$ cat src/rtl/rtte_pkg.sv
// Shared types, codes and helpers for the retransmission timeout estimator.
package rtte_pkg;

  // Event codes carried in the action field
  typedef enum logic [1:0] {
    ACT_NEW_PACKET = 2'd0,
    ACT_SAMPLE     = 2'd1,
    ACT_TIMEOUT    = 2'd2
  } action_e;

  // Configuration register indexes
  localparam logic [1:0] CFG_MIN_TIMEOUT   = 2'd0;
  localparam logic [1:0] CFG_MAX_TIMEOUT   = 2'd1;
  localparam logic [1:0] CFG_MAX_REXMT     = 2'd2;

  localparam logic [15:0] RST_MIN_TIMEOUT  = 16'd1000;
  localparam logic [15:0] RST_MAX_TIMEOUT  = 16'd60000;
  localparam logic [3:0]  RST_MAX_REXMT    = 4'd3;

  localparam logic [15:0] RST_SRTT         = 16'd0;
  localparam logic [15:0] RST_RTTVAR       = 16'd750;
  // clamp of srtt + 4 * rttvar against the reset bounds
  localparam logic [15:0] RST_TIMEOUT      = 16'd3000;
  localparam logic [4:0]  REXMT_COUNT_MAX  = 5'd31;

  typedef struct packed {
    logic [1:0]  action;
    logic [15:0] sample_ms;
  } in_item_t;

  typedef struct packed {
    logic [15:0] timeout_ms;
    logic        give_up;
  } out_item_t;

  typedef struct packed {
    logic [15:0] min_timeout_ms;
    logic [15:0] max_timeout_ms;
    logic [3:0]  max_retransmits;
  } cfg_t;

  // When the bounds cross, a value below the lower bound gives it; any other gives the upper bound.
  function automatic logic [15:0] clamp_timeout(logic [18:0] v, logic [15:0] lo,
                                                logic [15:0] hi);
    logic [15:0] r;
    priority if (v < {3'b000, lo}) begin
      r = lo;
    end else if (v > {3'b000, hi}) begin
      r = hi;
    end else begin
      r = v[15:0];
    end
    return r;
  endfunction

endpackage

$ cat src/rtl/rtte_cfg_regs.sv
// Configuration register file: clamp bounds and retransmit limit.
module rtte_cfg_regs (
  input  logic               clk_i,
  input  logic               rst_ni,
  input  logic               cfg_valid_i,
  input  logic [1:0]         cfg_index_i,
  input  logic [15:0]        cfg_data_i,
  output logic               cfg_ready_o,
  output rtte_pkg::cfg_t     cfg_o
);
  import rtte_pkg::*;

  cfg_t cfg_q, cfg_d;

  assign cfg_ready_o = 1'b1;

  always_comb begin
    cfg_d = cfg_q;
    if (cfg_valid_i) begin
      unique case (cfg_index_i)
        CFG_MIN_TIMEOUT: cfg_d.min_timeout_ms  = cfg_data_i;
        CFG_MAX_TIMEOUT: cfg_d.max_timeout_ms  = cfg_data_i;
        CFG_MAX_REXMT:   cfg_d.max_retransmits = cfg_data_i[3:0];
        default:         cfg_d = cfg_q; // drop writes to unknown indexes
      endcase
    end
  end

  always_ff @(posedge clk_i or negedge rst_ni) begin
    if (!rst_ni) begin
      cfg_q.min_timeout_ms  <= RST_MIN_TIMEOUT;
      cfg_q.max_timeout_ms  <= RST_MAX_TIMEOUT;
      cfg_q.max_retransmits <= RST_MAX_REXMT;
    end else begin
      cfg_q <= cfg_d;
    end
  end

  assign cfg_o = cfg_q;

endmodule

$ cat src/rtl/rtte_core.sv
// Estimator state and the single-pass update for one event.
module rtte_core (
  input  logic                  clk_i,
  input  logic                  rst_ni,
  input  logic                  step_i,
  input  rtte_pkg::in_item_t    item_i,
  input  rtte_pkg::cfg_t        cfg_i,
  output rtte_pkg::out_item_t   result_o
);
  import rtte_pkg::*;

  logic [15:0] srtt_q, srtt_d;
  logic [15:0] rttvar_q, rttvar_d;
  logic [15:0] timeout_q, timeout_d;
  logic [4:0]  count_q, count_d;
  logic        give_up;

  logic signed [17:0] delta;
  logic [15:0]        delta_mag;
  logic [15:0]        srtt_upd;
  logic signed [17:0] var_diff;
  logic [15:0]        var_mag;
  logic [15:0]        rttvar_upd;
  logic [18:0]        estimate;

  // Sample path: shifts of the magnitude give truncation toward zero.
  always_comb begin
    delta     = $signed({2'b00, item_i.sample_ms}) - $signed({2'b00, srtt_q});
    delta_mag = delta[17] ? 16'(-delta) : delta[15:0];
    srtt_upd  = delta[17] ? srtt_q - (delta_mag >> 3) : srtt_q + (delta_mag >> 3);
    var_diff  = $signed({2'b00, delta_mag}) - $signed({2'b00, rttvar_q});
    var_mag   = var_diff[17] ? 16'(-var_diff) : var_diff[15:0];
    rttvar_upd = var_diff[17] ? rttvar_q - (var_mag >> 2) : rttvar_q + (var_mag >> 2);
    estimate  = {3'b000, srtt_upd} + {1'b0, rttvar_upd, 2'b00};
  end

  always_comb begin
    srtt_d    = srtt_q;
    rttvar_d  = rttvar_q;
    timeout_d = timeout_q;
    count_d   = count_q;
    give_up   = 1'b0;
    unique case (action_e'(item_i.action))
      ACT_NEW_PACKET: count_d = '0;
      ACT_SAMPLE: begin
        srtt_d    = srtt_upd;
        rttvar_d  = rttvar_upd;
        timeout_d = clamp_timeout(estimate, cfg_i.min_timeout_ms, cfg_i.max_timeout_ms);
      end
      ACT_TIMEOUT: begin
        timeout_d = clamp_timeout({2'b00, timeout_q, 1'b0}, cfg_i.min_timeout_ms,
                                  cfg_i.max_timeout_ms);
        // saturate the count
        count_d   = (count_q == REXMT_COUNT_MAX) ? count_q : count_q + 5'd1;
        give_up   = count_d > {1'b0, cfg_i.max_retransmits};
      end
      default: ; // unused code: hold everything
    endcase
  end

  always_ff @(posedge clk_i or negedge rst_ni) begin
    if (!rst_ni) begin
      srtt_q    <= RST_SRTT;
      rttvar_q  <= RST_RTTVAR;
      timeout_q <= RST_TIMEOUT;
      count_q   <= '0;
    end else if (step_i) begin
      srtt_q    <= srtt_d;
      rttvar_q  <= rttvar_d;
      timeout_q <= timeout_d;
      count_q   <= count_d;
    end
  end

  assign result_o.timeout_ms = timeout_d;
  assign result_o.give_up    = give_up;

  a_timeout_counts: assert property (@(posedge clk_i) disable iff (!rst_ni)
    step_i && item_i.action == ACT_TIMEOUT |=> count_q != 5'd0)
    else $error("retransmit count zero after a timeout event");

  a_new_clears: assert property (@(posedge clk_i) disable iff (!rst_ni)
    step_i && item_i.action == ACT_NEW_PACKET |=> count_q == 5'd0)
    else $error("retransmit count not cleared by a new packet");

  a_clamped: assert property (@(posedge clk_i) disable iff (!rst_ni)
    step_i && (item_i.action == ACT_SAMPLE || item_i.action == ACT_TIMEOUT) &&
    cfg_i.min_timeout_ms <= cfg_i.max_timeout_ms
    |=> timeout_q >= $past(cfg_i.min_timeout_ms) &&
        timeout_q <= $past(cfg_i.max_timeout_ms))
    else $error("stored timeout outside the clamp bounds");

  a_give_up_timeout: assert property (@(posedge clk_i) disable iff (!rst_ni)
    give_up |-> item_i.action == ACT_TIMEOUT && count_d != 5'd0)
    else $error("give-up raised on a non-timeout event");

endmodule

$ cat src/rtl/rtt_retransmit_timeout_estimator.sv
// Top level of the retransmission timeout estimator: input and result registers.
//
//   channel  | direction | handshake              | beat
//   ---------+-----------+------------------------+-------------------------------
//   in       | in        | in_valid_i / in_stall_o   | in_item_i (action, sample_ms)
//   out      | out       | out_valid_o / out_stall_i | out_item_o (timeout_ms, give_up)
//   cfg      | in        | cfg_valid_i / cfg_ready_o | cfg_index_i, cfg_data_i
//
// One event per cycle sustained while the output is not stalled; a beat passes
// from the input register through the update logic into the result register.
// Reset restores the estimator state and register defaults at once; no sweep.
// A stalled output holds the result register; the input register then fills and
// in_stall_o rises only while it holds a beat that cannot move on.
// Configuration writes are taken every cycle (cfg_ready_o is always high).
module rtt_retransmit_timeout_estimator (
  input  logic                  clk_i,
  input  logic                  rst_ni,
  input  logic                  in_valid_i,
  output logic                  in_stall_o,
  input  rtte_pkg::in_item_t    in_item_i,
  output logic                  out_valid_o,
  input  logic                  out_stall_i,
  output rtte_pkg::out_item_t   out_item_o,
  input  logic                  cfg_valid_i,
  output logic                  cfg_ready_o,
  input  logic [1:0]            cfg_index_i,
  input  logic [15:0]           cfg_data_i
);
  import rtte_pkg::*;

  cfg_t      cfg;
  in_item_t  in_item_q;
  logic      in_valid_q;
  out_item_t result, out_item_q;
  logic      out_valid_q;
  logic      step;

  rtte_cfg_regs u_cfg (
    .clk_i       (clk_i),
    .rst_ni      (rst_ni),
    .cfg_valid_i (cfg_valid_i),
    .cfg_index_i (cfg_index_i),
    .cfg_data_i  (cfg_data_i),
    .cfg_ready_o (cfg_ready_o),
    .cfg_o       (cfg)
  );

  // advance the held beat when the result register is free or draining
  assign step       = in_valid_q && (!out_valid_q || !out_stall_i);
  assign in_stall_o = in_valid_q && !step;

  rtte_core u_core (
    .clk_i    (clk_i),
    .rst_ni   (rst_ni),
    .step_i   (step),
    .item_i   (in_item_q),
    .cfg_i    (cfg),
    .result_o (result)
  );

  always_ff @(posedge clk_i or negedge rst_ni) begin
    if (!rst_ni) begin
      in_valid_q  <= 1'b0;
      out_valid_q <= 1'b0;
    end else begin
      if (!in_stall_o) begin
        in_valid_q <= in_valid_i;
      end
      if (step) begin
        out_valid_q <= 1'b1;
      end else if (!out_stall_i) begin
        out_valid_q <= 1'b0;
      end
    end
  end

  always_ff @(posedge clk_i) begin
    if (!in_stall_o && in_valid_i) begin
      in_item_q <= in_item_i;
    end
    if (step) begin
      out_item_q <= result;
    end
  end

  assign out_valid_o = out_valid_q;
  assign out_item_o  = out_item_q;

  a_empty_no_stall: assert property (@(posedge clk_i) disable iff (!rst_ni)
    !in_valid_q |-> !in_stall_o)
    else $error("input stalled while the input register is empty");

  a_step_fills_out: assert property (@(posedge clk_i) disable iff (!rst_ni)
    step |=> out_valid_q)
    else $error("result register empty after a step");

  a_stall_keeps_in: assert property (@(posedge clk_i) disable iff (!rst_ni)
    in_stall_o |=> in_valid_q && $stable(in_item_q))
    else $error("held input beat lost while stalled");

endmodule
$ cat config.mk
export PLATFORM = sky130hd
export DESIGN_NAME = rtt_retransmit_timeout_estimator
export DESIGN_NICKNAME = d
export VERILOG_FILES = /design/src/rtl/rtte_pkg.sv /design/src/rtl/rtte_cfg_regs.sv /design/src/rtl/rtte_core.sv /design/src/rtl/rtt_retransmit_timeout_estimator.sv
export SDC_FILE = /design/constraint.sdc
export NUM_CORES = 1
export LEC_CHECK = 0
export BUFFER_PORTS_ARGS = -buffer_cell sky130_fd_sc_hd__buf_2
export CORE_UTILIZATION = 32
export DETAILED_ROUTE_END_ITERATION = 12
export GPL_ROUTABILITY_DRIVEN = 0
export PLACE_DENSITY_LB_ADDON = 0.08
export SETUP_SLACK_MARGIN = 0.05
export SYNTH_ARGS = -nofsm -noshare
export SYNTH_HDL_FRONTEND = slang
export SYNTH_SLANG_ARGS = --single-unit
$ cat constraint.sdc
create_clock -name clk_i -period 26.3 [get_ports clk_i]
set_clock_uncertainty 0.1 [all_clocks]
set_input_delay 5.26 -clock clk_i [delete_from_list [all_inputs] [get_ports clk_i]]
set_output_delay 5.26 -clock clk_i [all_outputs]
set_load 0.01 [all_outputs]
==> flow_summary.json <==
{
  "grt_max_degree": 67,
  "hold_buffers": 0,
  "ys_async_sr_fraction_pct": 72.2,
  "ys_seq_elements": 126,
  "stdcell_area_um2": 13800,
  "r2r_start": "u_core.srtt_q[0]",
  "nFillCells": 3980,
  "max_stage_delay_ps": 700,
  "synthesis.area_um2": 12400,
  "htree_levels": 4,
  "grt_use_met1_pct": 26.3,
  "place.detailed.hpwl_um": 29000,
  "routed_wirelength_um": 37500,
  "detail-route-antenna-nets": 0,
  "syn_nets": 1622,
  "slowest_stage": "a21o_1",
  "crit_path_end_kind": "register",
  "setup.worst_path.class": "register to register",
  "cts_tree": "yes",
  "dieHeight_um": 199,
  "ioPinCount": 61,
  "clock_latency_ps": 450,
  "port-buffer-count": 59,
  "cts_setup_buffers": 0,
  "worstMarginPinSlew_ps": 1110,
  "post-route-period-util_pct": 45.5,
  "cp.required_ps": 26400,
  "busiest_layer": "met2",
  "n_antenna_cell": 0,
  "cts_buffer_depth": 2,
  "critPathLaunchType": "register",
  "ys_types": 98,
  "synth_cells": 1428,
  "rsz0062_at_grt": "false",
  "place_area_um2": 13200,
  "die_w_um": 199,
  "setup_violations": 0,
  "vias_per_cell": 5.30,
  "hp-class": "register to register",
  "reg2reg_to": "out_item_o[3]",
  "synth_top_area_share_pct": 15.0,
  "synth_flop_cell": "dfrtp_1",
  "finalMaxSlewViolations": 0,
  "cts-resized-gates": 0,
  "cts_root_buf": "clkbuf_16",
  "dr_total_vias": 10582,
  "cp_max_fo": 24,
  "max_freq_mhz": 83.6,
  "min_to": "out_valid_o",
  "first_pass_iters": 5,
  "synth.area.top_cells": "ha_1, dfrtp_1, edfxtp_1",
  "met3_usage_pct": 3.17,
  "syn_avg_cell_area_um2": 8.67,
  "drc": 0,
  "nets": 1667,
  "yosysTopAreaCell": "ha_1",
  "max_slew_margin_pct": 26.3,
  "fp.coreArea_um2": 37800,
  "drt-initial-drc-count": 558,
  "hold_depth": 1,
  "period_needed_ps": 11960,
  "antenna_found_initial": 0,
  "status": "complete, no violations",
  "die_area_um2": 39500,
  "crit_top_cell": "ha_1",
  "grt_use_total_pct": 19.9,
  "r2r_slack_ps": 14340,
  "wl_per_cell_um": 18.8,
  "start_util_pct": 32.7,
  "syn2layout_area_growth_pct": 11.6,
  "worstPathArrival_ps": 12060,
  "grt_pass1_vias": 10567,
  "hold-worst-slack_ps": 376,
  "yosysMostFrequentCell": "ha_1",
  "drive_gt1_share_pct": 14.7,
  "use_met2_pct": 32.9,
  "path_clk_slew_ps": 60,
  "rows": 71,
  "grt.overflow.total": 0,
  "final_util_pct": 36.5,
  "cts.sinks": 126,
  "ys_seq_area_share_pct": 27.2,
  "report.final.hold_viol_count": 0,
  "fin_tns_setup_ps": 0,
  "reg2reg_depth": 45,
  "synth_edf_count": 35,
  "cts_buffers": 17,
  "synth_warnings": 0,
  "synth_common_cells": "ha_1, nand2_1, inv_1",
  "maxCapViolCount": 0,
  "hold_start": "in_valid_q",
  "grt_pass1_wl_um": 59700
}
==> layout by cell type (no fill, tap or decap), types with 29 or more instances in the layout <==
cell type / netlist / routed
o21ai_0: 98 / 98
a21oi_1: 83 / 83
nand2_1: 112 / 112
xor2_1: 32 / 32
nor3_1: 54 / 54
xnor2_1: 57 / 57
dfrtp_1: 62 / 62
ha_1: 148 / 148
edfxtp_1: 35 / 35
inv_1: 111 / 111
dfstp_2: 29 / 29
nor2_1: 110 / 110
mux2_2: 53 / 53
buf_2: 11 / 58
==> stage by stage <==
step / worst slack (ps) / cells
2_1_floorplan: 15490 / 1428
3_3_place_gp: 14550 / 1965
3_5_place_dp: 14460 / 1965
4_1_cts: 14390 / 1997
5_1_grt: 13440 / 1997
6_report: 14340 / 1997
==> how the worst max path moves through the flow <==
stage	from	to	cells after the start
floorplan	out_stall_i	in_stall_o	2
global placement	u_core.srtt_q[0]	out_item_o[3]	46
detailed placement	u_core.srtt_q[0]	out_item_o[3]	45
CTS	u_core.srtt_q[0]	out_item_o[3]	45
global route	u_core.srtt_q[0]	out_item_o[3]	46
finish	u_core.srtt_q[0]	out_item_o[3]	45
==> layer usage <==
layer | routed length (µm) | part of all wire, %
met1 | 18100 | 48
met4 | 879 | 2.3
met2 | 17600 | 47
met5 | 0 | 0
met3 | 881 | 2.3
==> final cells by class <==
class / count / area, µm² / area share (%)
repair buffers: 69 / 373 / 2.70
flip-flops and latches: 126 / 3360 / 24.4
clock buffers: 18 / 429 / 3.11
clock inverters: 14 / 159 / 1.15
well taps: 511 / 639 / 4.63
multi-input cells: 1147 / 8420 / 61.0
inverters: 112 / 420 / 3.04
==> kinds of logic after synthesis <==
family / count (synthesis) / synth area share, %
AO/OA/AOI/OAI: 394 / 21.3
other: 1 / 0.0303
XOR/XNOR: 90 / 6.48
adder cells (fa/ha/maj): 153 / 15.8
multiplexers: 77 / 6.79
AND/OR/NAND/NOR: 432 / 17.3
flip-flops: 126 / 27.2
buffers and inverters: 155 / 5.10
==> worst max-delay path, delay by kind of cell (launching register included) <==
| kind | cells | cell delay [ps] |
|---|---|---|
| and+or+nand+nor | 11 | 2280 |
| buffers and inverters | 1 | 340 |
| DFF | 1 | 390 |
| AOI/OAI and AO/OA | 22 | 5490 |
| muxes | 1 | 260 |
| adders and majority gates | 7 | 2130 |
| xor gates and xnor gates | 3 | 720 |
==> registers in the layout, indices dropped and copies added, names as in the netlist <==
signal / cells
out_valid_o: 1
u_core.count_q: 5
u_core.srtt_q: 16
in_item_q: 18
out_item_o: 17
u_core.timeout_q: 16
in_valid_q: 1
u_cfg.cfg_o: 36
u_core.rttvar_q: 16
Power is not shown: default switching activity piles up to over one toggle a cycle in this logic, so the estimate is an artifact.
